`config.mk`:
```
export PLATFORM = sky130hd
export DESIGN_NAME = pdp11_instruction_decoder_unit
export DESIGN_NICKNAME = d
export VERILOG_FILES = /design/src/rtl/pdp11_dec_pkg.sv /design/src/rtl/pdp11_dec_match.sv /design/src/rtl/pdp11_dec_encode.sv /design/src/rtl/pdp11_dec_format.sv /design/src/rtl/pdp11_instruction_decoder_unit.sv
export SDC_FILE = /design/constraint.sdc
export NUM_CORES = 1
export LEC_CHECK = 0
export ABC_AREA = 1
export BUFFER_PORTS_ARGS = -buffer_cell sky130_fd_sc_hd__buf_2
export CELL_PAD_IN_SITES_DETAIL_PLACEMENT = 1
export CELL_PAD_IN_SITES_GLOBAL_PLACEMENT = 1
export CORE_AREA = 2 2 153 155
export CTS_CLUSTER_DIAMETER = 50
export DETAILED_ROUTE_END_ITERATION = 10
export DIE_AREA = 0 0 155 157
export HOLD_SLACK_MARGIN = 0.05
export PLACE_DENSITY_LB_ADDON = 0.1
export SETUP_SLACK_MARGIN = 0.02
export SLEW_MARGIN = 20
export SYNTH_ARGS = -nofsm -noshare
export SYNTH_HDL_FRONTEND = slang
export SYNTH_SLANG_ARGS = --single-unit
```
`constraint.sdc`:
```
create_clock -name clock -period 4.1 [get_ports clock]
set_input_delay 0.615 -clock clock [delete_from_list [all_inputs] [get_ports clock]]
set_output_delay 0.615 -clock clock [all_outputs]
set_load 0.01 [all_outputs]
```
`src/rtl/pdp11_dec_pkg.sv`:
```
// ----------------------------------------------------------------------------
// PDP-11 instruction decoder package
// Payload types, stage-to-stage structs and the constant opcode tables.
// ----------------------------------------------------------------------------
package pdp11_dec_pkg;

   localparam int TABLE_SIZE = 87;
   localparam int IDX_W      = 7;

   typedef enum logic [3:0] {
      FORM_DOUBLE     = 4'd0,
      FORM_SINGLE     = 4'd1,
      FORM_WSINGLE    = 4'd2,
      FORM_MULDIV     = 4'd3,
      FORM_BRANCH     = 4'd4,
      FORM_NONE       = 4'd5,
      FORM_FLOAT_REV  = 4'd6,
      FORM_FLOAT_NORM = 4'd7,
      FORM_REG_DST    = 4'd8,
      FORM_RTS        = 4'd9,
      FORM_RAW        = 4'd10,
      FORM_EMT        = 4'd11,
      FORM_SYS        = 4'd12,
      FORM_MARK       = 4'd13,
      FORM_SOB        = 4'd14,
      FORM_SPL        = 4'd15
   } form_type;

   typedef struct packed {
      logic [15:0] instr_word;
      logic [15:0] instr_addr;
      logic        is_nested;
   } req_type;

   typedef struct packed {
      logic [6:0]  mnemonic_index;
      form_type    operand_form;
      logic        byte_op;
      logic [1:0]  operand_count;
      logic [2:0]  first_mode;
      logic [2:0]  first_reg;
      logic [2:0]  second_mode;
      logic [2:0]  second_reg;
      logic [15:0] literal_value;
      logic [15:0] branch_target;
      logic [2:0]  extension_words;
      logic        indirect_follows;
   } rsp_type;

   // Between the match stage and the priority encoder.
   typedef struct packed {
      logic                  valid;
      logic [TABLE_SIZE-1:0] hit;
      req_type               req;
   } match_stage_type;

   // Between the priority encoder and the field formatter.
   typedef struct packed {
      logic             valid;
      logic [IDX_W-1:0] idx;
      form_type         form;
      req_type          req;
   } encode_stage_type;

   // Bits that are don't-care for each table entry.
   localparam logic [15:0] OP_MASK [TABLE_SIZE] = '{
      16'o107777, 16'o107777, 16'o107777, 16'o107777, 16'o107777, 16'o007777,
      16'o007777,
      16'o100077, 16'o100077, 16'o100077, 16'o100077, 16'o100077, 16'o100077,
      16'o100077, 16'o100077, 16'o100077, 16'o100077, 16'o100077, 16'o100077,
      16'o000077, 16'o000077,
      16'o000077, 16'o000077, 16'o000077, 16'o000077, 16'o000077, 16'o000077,
      16'o000077, 16'o000077, 16'o000077, 16'o000077, 16'o000077, 16'o000077,
      16'o000777, 16'o000777, 16'o000777, 16'o000777,
      16'o000377, 16'o000377, 16'o000377, 16'o000377, 16'o000377, 16'o000377,
      16'o000377, 16'o000377, 16'o000377, 16'o000377, 16'o000377, 16'o000377,
      16'o000377, 16'o000377, 16'o000377,
      16'o000000, 16'o000000, 16'o000000, 16'o000000, 16'o000000,
      16'o000377, 16'o000377, 16'o000377, 16'o000377, 16'o000377, 16'o000377,
      16'o000377, 16'o000377, 16'o000377, 16'o000377, 16'o000377, 16'o000377,
      16'o000377, 16'o000377,
      16'o000000, 16'o000000, 16'o000000, 16'o000000, 16'o000000,
      16'o000777, 16'o000777,
      16'o000007,
      16'o000017, 16'o000017,
      16'o000377,
      16'o000377,
      16'o000077,
      16'o000777,
      16'o000007,
      16'o177777
   };

   localparam logic [15:0] OP_VALUE [TABLE_SIZE] = '{
      16'o010000, 16'o020000, 16'o030000, 16'o040000, 16'o050000, 16'o060000,
      16'o160000,
      16'o005000, 16'o005100, 16'o005200, 16'o005300, 16'o005400, 16'o005500,
      16'o005600, 16'o005700, 16'o006000, 16'o006100, 16'o006200, 16'o006300,
      16'o000100, 16'o000300,
      16'o170100, 16'o170200, 16'o170300, 16'o170400, 16'o170500, 16'o170600,
      16'o170700, 16'o006700, 16'o006600, 16'o106600, 16'o006500, 16'o106500,
      16'o070000, 16'o071000, 16'o072000, 16'o073000,
      16'o000400, 16'o001000, 16'o001400, 16'o002000, 16'o002400, 16'o003000,
      16'o003400, 16'o100000, 16'o100400, 16'o101000, 16'o101400, 16'o102000,
      16'o102400, 16'o103000, 16'o103400,
      16'o000000, 16'o000001, 16'o000002, 16'o000004, 16'o000005,
      16'o171000, 16'o171400, 16'o172000, 16'o172400, 16'o173000, 16'o173400,
      16'o174000, 16'o174400, 16'o175000, 16'o175400, 16'o176000, 16'o176400,
      16'o177000, 16'o177400,
      16'o170000, 16'o170001, 16'o170002, 16'o170011, 16'o170012,
      16'o004000, 16'o074000,
      16'o000200,
      16'o000240, 16'o000260,
      16'o104000,
      16'o104400,
      16'o006400,
      16'o077000,
      16'o000230,
      16'o000000
   };

   localparam form_type OP_FORM [TABLE_SIZE] = '{
      FORM_DOUBLE, FORM_DOUBLE, FORM_DOUBLE, FORM_DOUBLE, FORM_DOUBLE,
      FORM_DOUBLE, FORM_DOUBLE,
      FORM_SINGLE, FORM_SINGLE, FORM_SINGLE, FORM_SINGLE, FORM_SINGLE,
      FORM_SINGLE, FORM_SINGLE, FORM_SINGLE, FORM_SINGLE, FORM_SINGLE,
      FORM_SINGLE, FORM_SINGLE,
      FORM_SINGLE, FORM_SINGLE,
      FORM_WSINGLE, FORM_WSINGLE, FORM_WSINGLE, FORM_WSINGLE, FORM_WSINGLE,
      FORM_WSINGLE, FORM_WSINGLE, FORM_WSINGLE, FORM_WSINGLE, FORM_WSINGLE,
      FORM_WSINGLE, FORM_WSINGLE,
      FORM_MULDIV, FORM_MULDIV, FORM_MULDIV, FORM_MULDIV,
      FORM_BRANCH, FORM_BRANCH, FORM_BRANCH, FORM_BRANCH, FORM_BRANCH,
      FORM_BRANCH, FORM_BRANCH, FORM_BRANCH, FORM_BRANCH, FORM_BRANCH,
      FORM_BRANCH, FORM_BRANCH, FORM_BRANCH, FORM_BRANCH, FORM_BRANCH,
      FORM_NONE, FORM_NONE, FORM_NONE, FORM_NONE, FORM_NONE,
      FORM_FLOAT_REV, FORM_FLOAT_REV, FORM_FLOAT_REV, FORM_FLOAT_REV,
      FORM_FLOAT_REV, FORM_FLOAT_REV, FORM_FLOAT_NORM, FORM_FLOAT_REV,
      FORM_FLOAT_NORM, FORM_FLOAT_NORM, FORM_FLOAT_NORM, FORM_FLOAT_REV,
      FORM_FLOAT_REV, FORM_FLOAT_REV,
      FORM_NONE, FORM_NONE, FORM_NONE, FORM_NONE, FORM_NONE,
      FORM_REG_DST, FORM_REG_DST,
      FORM_RTS,
      FORM_RAW, FORM_RAW,
      FORM_EMT,
      FORM_SYS,
      FORM_MARK,
      FORM_SOB,
      FORM_SPL,
      FORM_RAW
   };

   // Argument words that follow each system call.
   localparam logic [2:0] CALL_ARGS [64] = '{
      3'd1, 3'd0, 3'd0, 3'd2, 3'd2, 3'd2, 3'd0, 3'd0,
      3'd2, 3'd2, 3'd1, 3'd2, 3'd1, 3'd0, 3'd3, 3'd2,
      3'd2, 3'd1, 3'd2, 3'd2, 3'd0, 3'd3, 3'd1, 3'd0,
      3'd0, 3'd0, 3'd3, 3'd0, 3'd1, 3'd0, 3'd1, 3'd1,
      3'd1, 3'd0, 3'd0, 3'd0, 3'd0, 3'd1, 3'd0, 3'd0,
      3'd0, 3'd0, 3'd0, 3'd1, 3'd4, 3'd0, 3'd0, 3'd0,
      3'd2, 3'd0, 3'd0, 3'd0, 3'd0, 3'd0, 3'd0, 3'd0,
      3'd0, 3'd0, 3'd0, 3'd0, 3'd0, 3'd0, 3'd0, 3'd0
   };

endpackage

```
`src/rtl/pdp11_dec_match.sv`:
```
// ----------------------------------------------------------------------------
// PDP-11 decoder, match stage
// Compares the word against every opcode table entry in parallel.
// ----------------------------------------------------------------------------
module pdp11_dec_match
   import pdp11_dec_pkg::*;
(
   input  logic            clock,
   input  logic            reset,
   input  logic            in_valid,
   input  req_type         in_req,
   output match_stage_type out_stage
);

   logic [TABLE_SIZE-1:0] hit_in;
   logic                  valid_ff;
   logic [TABLE_SIZE-1:0] hit_ff;
   req_type               req_ff;

   for (genvar i = 0; i < TABLE_SIZE; i++) begin : g_entry
      assign hit_in[i] = ((in_req.instr_word & ~OP_MASK[i]) == OP_VALUE[i]);
   end

   always_ff @(posedge clock) begin
      if (reset) begin
         valid_ff <= 1'b0;
      end else begin
         valid_ff <= in_valid;
      end
   end

   always_ff @(posedge clock) begin
      hit_ff <= hit_in;
      req_ff <= in_req;
   end

   assign out_stage.valid = valid_ff;
   assign out_stage.hit   = hit_ff;
   assign out_stage.req   = req_ff;

endmodule

```
`src/rtl/pdp11_dec_encode.sv`:
```
// ----------------------------------------------------------------------------
// PDP-11 decoder, priority encode stage
// Picks the lowest matching table entry and looks up its operand form.
// ----------------------------------------------------------------------------
module pdp11_dec_encode
   import pdp11_dec_pkg::*;
(
   input  logic             clock,
   input  logic             reset,
   input  match_stage_type  in_stage,
   output encode_stage_type out_stage
);

   logic [IDX_W-1:0] idx_in;
   logic             valid_ff;
   logic [IDX_W-1:0] idx_ff;
   form_type         form_ff;
   req_type          req_ff;

   // The last entry matches every word, so it is the fallback.
   always_comb begin
      idx_in = IDX_W'(TABLE_SIZE - 1);
      for (int i = TABLE_SIZE - 1; i >= 0; i--) begin
         if (in_stage.hit[i]) begin
            idx_in = IDX_W'(i);
         end
      end
   end

   always_ff @(posedge clock) begin
      if (reset) begin
         valid_ff <= 1'b0;
      end else begin
         valid_ff <= in_stage.valid;
      end
   end

   always_ff @(posedge clock) begin
      idx_ff  <= idx_in;
      form_ff <= OP_FORM[idx_in];
      req_ff  <= in_stage.req;
   end

   assign out_stage.valid = valid_ff;
   assign out_stage.idx   = idx_ff;
   assign out_stage.form  = form_ff;
   assign out_stage.req   = req_ff;

endmodule

```
`src/rtl/pdp11_dec_format.sv`:
```
// ----------------------------------------------------------------------------
// PDP-11 decoder, operand format stage
// Extracts operands, literal, branch target and extension word count.
// ----------------------------------------------------------------------------
module pdp11_dec_format
   import pdp11_dec_pkg::*;
(
   input  logic             clock,
   input  logic             reset,
   input  encode_stage_type in_stage,
   output logic             out_strobe,
   output rsp_type          out_rsp
);

   function automatic logic op_words(input logic [2:0] mode, input logic [2:0] rn);
      logic indexed;
      logic pc_immediate;
      indexed      = (mode >= 3'd6);
      pc_immediate = ((mode == 3'd2) || (mode == 3'd3)) && (rn == 3'd7);
      return indexed || pc_immediate;
   endfunction

   logic [15:0] w;
   logic [15:0] addr_plus2;
   logic [15:0] br_offset;
   logic [15:0] sob_offset;
   logic [5:0]  call_num;
   logic [2:0]  base_ext;
   rsp_type     rsp_in;
   logic        strobe_ff;
   rsp_type     rsp_ff;

   assign w          = in_stage.req.instr_word;
   assign addr_plus2 = in_stage.req.instr_addr + 16'd2;
   assign br_offset  = {{7{w[7]}}, w[7:0], 1'b0};
   assign sob_offset = {9'd0, w[5:0], 1'b0};
   assign call_num   = w[5:0];

   always_comb begin
      rsp_in                = '0;
      base_ext              = 3'd0;
      rsp_in.mnemonic_index = in_stage.idx;
      rsp_in.operand_form   = in_stage.form;
      unique case (in_stage.form)
         FORM_DOUBLE: begin
            rsp_in.byte_op       = w[15];
            rsp_in.first_mode    = w[11:9];
            rsp_in.first_reg     = w[8:6];
            rsp_in.second_mode   = w[5:3];
            rsp_in.second_reg    = w[2:0];
            rsp_in.operand_count = 2'd2;
         end
         FORM_SINGLE, FORM_WSINGLE: begin
            rsp_in.byte_op       = (in_stage.form == FORM_SINGLE) ? w[15] : 1'b0;
            rsp_in.first_mode    = w[5:3];
            rsp_in.first_reg     = w[2:0];
            rsp_in.operand_count = 2'd1;
         end
         FORM_MULDIV, FORM_FLOAT_REV: begin
            rsp_in.first_mode    = w[5:3];
            rsp_in.first_reg     = w[2:0];
            rsp_in.second_reg    = {(in_stage.form == FORM_MULDIV) & w[8], w[7:6]};
            rsp_in.operand_count = 2'd2;
         end
         FORM_FLOAT_NORM, FORM_REG_DST: begin
            rsp_in.first_reg     = {(in_stage.form == FORM_REG_DST) & w[8], w[7:6]};
            rsp_in.second_mode   = w[5:3];
            rsp_in.second_reg    = w[2:0];
            rsp_in.operand_count = 2'd2;
         end
         FORM_RTS: begin
            rsp_in.first_reg     = w[2:0];
            rsp_in.operand_count = 2'd1;
         end
         FORM_BRANCH: begin
            rsp_in.branch_target = addr_plus2 + br_offset;
         end
         FORM_SOB: begin
            rsp_in.first_reg     = w[8:6];
            rsp_in.operand_count = 2'd1;
            rsp_in.branch_target = addr_plus2 - sob_offset;
         end
         FORM_RAW: begin
            rsp_in.literal_value = w;
         end
         FORM_EMT: begin
            rsp_in.literal_value = {8'd0, w[7:0]};
         end
         FORM_MARK: begin
            rsp_in.literal_value = {10'd0, w[5:0]};
         end
         FORM_SPL: begin
            rsp_in.literal_value = {13'd0, w[2:0]};
         end
         FORM_SYS: begin
            rsp_in.literal_value = {10'd0, call_num};
            // Call zero outside nesting is the indirect form: one pointer word.
            if ((call_num == 6'd0) && !in_stage.req.is_nested) begin
               base_ext                = 3'd1;
               rsp_in.indirect_follows = 1'b1;
            end else begin
               base_ext = CALL_ARGS[call_num];
            end
         end
         FORM_NONE: begin
         end
         default: begin
         end
      endcase
      rsp_in.extension_words = base_ext
         + {2'd0, (rsp_in.operand_count != 2'd0)
                  & op_words(rsp_in.first_mode, rsp_in.first_reg)}
         + {2'd0, (rsp_in.operand_count == 2'd2)
                  & op_words(rsp_in.second_mode, rsp_in.second_reg)};
   end

   always_ff @(posedge clock) begin
      if (reset) begin
         strobe_ff <= 1'b0;
      end else begin
         strobe_ff <= in_stage.valid;
      end
   end

   always_ff @(posedge clock) begin
      rsp_ff <= rsp_in;
   end

   assign out_strobe = strobe_ff;
   assign out_rsp    = rsp_ff;

endmodule

```
`src/rtl/pdp11_instruction_decoder_unit.sv`:
```
// ----------------------------------------------------------------------------
// PDP-11 instruction decoder unit
// Decodes one 16-bit instruction word into mnemonic, operands and targets.
// ----------------------------------------------------------------------------
// Usage:
//   Raise start with the instruction word, its byte address and the nested
//   flag on req_item. A transaction is taken at every clock edge where start
//   is high and busy is low. Busy never rises, so a new word can be given
//   every cycle.
//   Each decoded result appears on rsp_item for exactly one cycle, marked by
//   rsp_strobe, after its transaction has passed the match, encode and format
//   stage registers in that order. Results come out in the order the words
//   went in, one per word.
//   Throughput is one word per cycle. The three stages are the table match,
//   the first-match priority encoder with the form lookup, and the operand
//   extraction with the branch-target adder.
//   Reset clears the stage valid bits, so no strobe follows reset until a new
//   word is taken. The receiver must take each result in the cycle it is
//   shown; there is no back pressure on the result side.
// ----------------------------------------------------------------------------
module pdp11_instruction_decoder_unit
   import pdp11_dec_pkg::*;
(
   input  logic    clock,
   input  logic    reset,
   input  logic    start,
   output logic    busy,
   input  req_type req_item,
   output logic    rsp_strobe,
   output rsp_type rsp_item
);

   match_stage_type  match_stage;
   encode_stage_type encode_stage;

   // Every stage advances each cycle, so the decoder is always ready.
   assign busy = 1'b0;

   pdp11_dec_match u_match (
      .clock     (clock),
      .reset     (reset),
      .in_valid  (start && !busy),
      .in_req    (req_item),
      .out_stage (match_stage)
   );

   pdp11_dec_encode u_encode (
      .clock     (clock),
      .reset     (reset),
      .in_stage  (match_stage),
      .out_stage (encode_stage)
   );

   pdp11_dec_format u_format (
      .clock      (clock),
      .reset      (reset),
      .in_stage   (encode_stage),
      .out_strobe (rsp_strobe),
      .out_rsp    (rsp_item)
   );

endmodule

```
* Word level (Yosys, flattened, before mapping)
Memory sizes are Yosys's and may differ from the RTL's. A register that Yosys moved wholly into a read port is not among the register bits.
Cells that the tools add are included.
** Storage, ports and cells
- Bits in read-only memories :: 704
- Output and inout port bits :: 64
- Memories kept :: 2
- Input bits :: 36
- Word-level logic and storage cells :: 267
- Register bits after elaboration :: 224
** Memories
- (name not given) :: words 128, width 4, rd ports 1, clocked after Yosys merged registers in 1, write ports 0, line pdp11_dec_encode.sv:40 : form_ff <= OP_FORM[idx_in];
- (name not given) :: words 64, width 3, rd ports 1, clocked after Yosys merged registers in 0, write ports 0, line pdp11_dec_format.sv:102 : base_ext = CALL_ARGS[call_num];
** Operators by class
- Reduce and logical (&&, ||, !) cells :: 22
- Add/subtract/negate cells :: 5
- Bitwise logic cells :: 6
- Magnitude comparators :: 3
- Multiplexer cells :: 100
- Eq/ne operators :: 106
** Operators with widths (count)
- two-way mux 7 bit :: 64
- == test 8 bit (second input constant) :: 24
- == test 9 x 6 -> 1 bit (second input constant) :: 12
- == test 10 bit (second input constant) :: 9
- == test 16 bit (second input constant) :: 5
- two-way mux 5 bit :: 16
- one-hot mux 16 bit (4 select lines) :: 1
- == test 7 x 6 -> 1 bit (second input constant) :: 6
- == test 10 x 6 -> 1 bit (second input constant) :: 4
- == test 4 bit (second input constant) :: 9
- == test 16 x 3 -> 1 bit (second input constant) :: 2
- == test 8 x 3 -> 1 bit (second input constant) :: 4
- one-hot mux 16 bit (2 select lines) :: 1
- two-way mux 3 bit :: 9
- == test 13 x 5 -> 1 bit (second input constant) :: 2
- == test 12 x 4 -> 1 bit (second input constant) :: 2
- == test 3 x 2 -> 1 bit (second input constant) :: 6
- adder 16 bit :: 1
- adder 16 x 2 -> 16 bit (second input constant) :: 1
- == test 16 x 1 -> 1 bit (second input constant) :: 1
- == test 16 x 2 -> 1 bit (second input constant) :: 1
- == test 4 x 3 -> 1 bit (second input constant) :: 4
- == test 8 x 2 -> 1 bit (second input constant) :: 2
- zero test 16 bit :: 1
- other kinds (32) :: 55

* Depth between registers and ports, before layout
- Depth in word-level cells :: 87
- Depth in mapped cells :: 93
- Gate-level depth less buffers :: 93

* Cells and area by module
From an unflattened synthesis, not the netlist that was laid out.
** Unflattened totals
- Cells, all modules :: 1201
- Area total of the unflattened synthesis :: 9151.3 um^2
** Modules (own cells, without submodules)
- pdp11_dec_format :: sequential area each 1261.2 um^2, cells an instance 462, instances 1, area each 3333.2 um^2
- pdp11_dec_match :: sequential area each 2402.3 um^2, cells an instance 328, instances 1, area each 3260.6 um^2
- pdp11_dec_encode :: sequential area each 900.9 um^2, cells an instance 409, instances 1, area each 2546.2 um^2
- pdp11_instruction_decoder_unit :: sequential area each 0.0 um^2, cells an instance 2, instances 1, area each 11.3 um^2

* Worst setup path after synthesis
No wires, ideal clock.
- Path kind :: flip-flop to flip-flop
- Start :: reg u_match.hit_ff[84]
- End :: reg u_encode.form_ff[2]
- Path buffers :: 0
- Data required time :: 3.984 ns
- Stages on the path, launching flop included :: 91
- Arrival :: 4.311 ns
- Clock period less this slack :: 4.427 ns
- Slack :: -0.327 ns
- Library setup time :: 0.116 ns
- Cell sequence :: dfxtp_1 inv_1 nand2_1 nand2_1 nand2_1 nand2_1 nand2_1 nand2_1 nand2_1 nand2_1 nand2_1 nand2_1 nand2_1 nand2_1 nand2_1 nand2_1 nand2_1 nand2_1 [... 55 more ...] nand2_1 nand2_1 nand2_1 nand2_1 nand2_1 nand2_1 nand2_1 nand2_1 nand2_1 nand2_1 nand2_1 nand2_1 nand2_2 nand2_4 nand2_2 nand2_1 nand2_1 o211a_1
** On the way
- Cells in the longest elaborated chain, start to end :: 86
** RTL lines
- start, declared :: line pdp11_dec_match.sv:17 : logic [TABLE_SIZE-1:0] hit_ff;
- start signal, assigned :: line pdp11_dec_match.sv:33 : hit_ff <= hit_in;
- two-way mux 2 bit :: line pdp11_dec_encode.sv:24 : if (in_stage.hit[i]) begin
- two-way mux 3 bit (4 in series) :: line pdp11_dec_encode.sv:24
- two-way mux 5 bit (16 in series) :: line pdp11_dec_encode.sv:24
- two-way mux 7 bit (64 in series) :: line pdp11_dec_encode.sv:24
- inverter 7 -> 8 bit (not written as such) :: line pdp11_dec_encode.sv:40
- end, declared :: line pdp11_dec_encode.sv:17 : form_type form_ff;
Every way passes these cells.
A chain may end at the register's enable or synchronous reset.

* Worst setup path after layout
Ends and elaborated chain as after synthesis.

==> summary.md <==
| Metric | Value |
|---|---|
| CTS Sinks | `228` |
| Pwr Total | `5.61 mW` |
| Metal2 WL | `11,000 um` |
| Worst Setup End Kind | `flop` |
| Outcome | `finished with violations` |
| Final RePlAce weighted congestion | `0.869` |
| Main synth FF type | `dfxtp_1` |
| Mapped Cells | `1,091` |
| Largest net degree at the start of global routing | `15` |
| Worst-skew pair later-pin latency | `0.53 ns` |
| Crit start category | `flop` |
| LEAKAGE | `5.10 nW` |
| Metal-1 WL | `10,200 um` |
| Final min period | `4.98 ns` |
| Max Root-Sink Buffers | `3` |
| Yosys reg bits | `228` |
| Post-synth EDFFs | `0` |
| Tightest Pin Transition | `0.643 ns` |
| DR WL/cell | `14.8 um` |
| Core ar. | `0.0225 mm^2` |
| Worst-path clk slew | `0.06 ns` |
| Clock skew | `0.0141 ns` |
| Setup slack after layout | `-0.879 ns` |
| Max Cap Viol | `0` |
| Vias in the first global route | `7,287` |
| Crit path required time | `4.52 ns` |
| Crit Path Class | `flop to flop` |
| Fill cells | `2,798` |
| Fraction of registers with async set/reset | `0%` |
| CP dominant cell by count | `nand2_1` |
| Antenna Nets Post-Route | `0` |
| Power Density | `539 mW/mm^2` |
| Min-delay src | `req_item[0]` |
| Initial antenna violation count | `0` |
| Final period util | `121%` |
| CP top delay family | `simple AND/OR/NAND/NOR gates` |
| DRT iter0 DRCs | `294` |
| CP Max Fanout | `6` |
| TritonCTS clock tree | `yes` |
| Maximum clock rate | `201 MHz` |
| Failing checks | `setup timing` |
| Detailed Route WL | `22,700 um` |
| Avg Cell Area, Syn | `7.77 um^2` |
| Critical-path top delay cell | `dfxtp_2` |
| Most common cell after layout, fill and taps aside | `dfxtp_1` |
| Post-Syn Area | `0.00848 mm^2` |
| Buf/Inv on CP | `1` |
| Worst path arrival time | `5.40 ns` |
| R2R Path End | `u_encode.form_ff[2]` |
| CP peak stage delay | `0.33 ns` |
| Initial Util | `37.7%` |
| Die Y | `157 um` |
| Io pins | `100` |
| Synthesis warning total | `0` |
| First-pass DRT Iterations | `4` |
| First-pass GRT wire length | `36,200 um` |
| Worst r2r src | `u_match.hit_ff[84]` |
| TNS Setup | `-3.23 ns` |
| Final max-slew violation count | `0` |
| Hold depth | `1` |
| H-tree Lvls | `1` |
| Global route overflow | `0` |
| Final setup vio count | `4` |
| Hold Path End | `u_match.out_stage[0]` |
| Max layer used | `met4` |
| Max_slew headroom | `57.1%` |
| Peak VDD IR | `0.275 mV` |
| Remaining DRCs | `0` |
| Global-route usage over all layers | `18.7%` |
| Worst Reg-to-Reg Cells | `90` |
| R2r setup slk | `-0.88 ns` |
| Share of layout cells above drive strength 1 | `15.3%` |
| DR vias | `7,028` |
| Commonest non-fill, non-tap cells in the layout | `dfxtp_1, nor2_1, inv_1, nand2_1, buf_2` |
| Root Buffer | `clkbuf_16` |
| Die ar. | `0.0243 mm^2` |
| Buffers on Ports | `98` |
| Pre-CTS setup slack | `-0.924 ns` |
| RSZ-0062 raised after global routing | `true` |
| Cell row count | `55` |
| DP HPWL | `17,400 um` |
| CTS buffer count | `27` |
| Syn_nets | `1,151` |
| Net count, final | `1,288` |
| WL met3 | `1030 um` |
| Area delta synth->final | `22.7%` |
| Worst Hold Class | `primary input to flop` |
| Final Hold Vio Count | `0` |
| Width of the die | `155 um` |
| Synth unique cells | `36` |
| Vias per cell | `4.58` |
| Sequential area share after synthesis | `53.8%` |
-- metal layers --
layer / vias to the layer above / global-route usage, %
li1: 3649 / -
met1: 3218 / 22.8
met2: 131 / 34.0
met3: 30 / 3.22
met4: 0 / 5.25
met5: - / 0
-- per-stage QoR --
stage / instances / hold slack, ns / instance area, um^2 / util, %
floorplan: 1091 / 0.310 / 8480 / -
global placement: 1484 / 0.310 / 9410 / 41.8
detailed placement: 1484 / 0.313 / 9410 / 41.8
CTS: 1533 / 0.162 / 10400 / 46.1
global route: 1533 / 0.167 / 10400 / 46.2
finish: 1534 / 0.187 / 10400 / 46.2
-- kinds of logic (layout without fill, tap and decap cells) --
family | count (synthesis) | after routing | share of synthesized area (%)
AO/OA/AOI/OAI | 100 | 100 | 6.61
AND/OR/NAND/NOR | 505 | 505 | 24.5
adder cells (fa/ha/maj) | 24 | 24 | 3.72
buffers and inverters | 217 | 374 | 9.65
flip-flops | 228 | 228 | 53.8
other | 1 | 2 | 0.0442
XOR/XNOR | 16 | 16 | 1.65
-- flip-flops by register name (all words and copies together), names as in the netlist --
name / flops
u_match.valid_ff: 1
u_format.out_rsp: 62
u_match.hit_ff: 86
u_format.out_strobe: 1
u_encode.valid_ff: 1
u_match.out_stage: 33
u_encode.idx_ff: 7
u_encode.form_ff: 4
u_encode.out_stage: 33
-- report_power, final --
| part | internal (mW) | switching, mW |
|---|---|---|
| Sequential | 2.38 | 0.0612 |
| Clock | 1.54 | 0.931 |
| Combinational | 0.241 | 0.460 |
-- synthesized netlist by cell type (6+ instances only) --
library cell,count,share of area (%)
dfxtp_1,228,54
nor2_1,200,8.9
nand2_1,196,8.7
inv_1,192,8.5
nand3_1,43,2.5
nor3_1,36,2.1
a21oi_1,33,1.9
o21ai_0,27,1.6
ha_1,22,3.2
inv_2,16,0.71
xor2_1,14,1.4
o21ai_1,13,0.77
nor4_1,11,0.81
nand4_1,10,0.74
a31oi_1,6,0.44
o22ai_1,6,0.44
-- area by class of cell --
cell class                      count  area (um^2)  area share [%]
Sequential cell                   228         4570            43.9
Multi-Input combinational cell    646         3140            30.2
Inverter                          213          800            7.68
Clock buffer                       33          738            7.09
Timing Repair Buffer              112          596            5.72
Tap cell                          285          357            3.43
Clock inverter                     16          206            1.98
Antenna cell                        1         2.50          0.0240
-- worst max path at each step --
stage	start	end	depth (start not counted)
after detailed placement	u_match.hit_ff[84]	u_encode.form_ff[2]	90
after CTS	u_match.hit_ff[84]	u_encode.form_ff[2]	90
after floorplan	u_match.hit_ff[84]	u_encode.form_ff[2]	90
after global routing	u_match.hit_ff[84]	u_encode.form_ff[0]	93
final	u_match.hit_ff[84]	u_encode.form_ff[2]	90
after global placement	u_match.hit_ff[84]	u_encode.form_ff[2]	90
-- what timing repair did --
item | CTS | global route
hold endpoints to repair | 0 | 0
pin swaps | 4 | 4
hold buffers | 0 | 0
setup endpoints to repair | 4 | 5
setup buffers | 0 | 0
gates resized for setup | 7 | 9
Note: power is estimated with default switching activity, not from simulation.
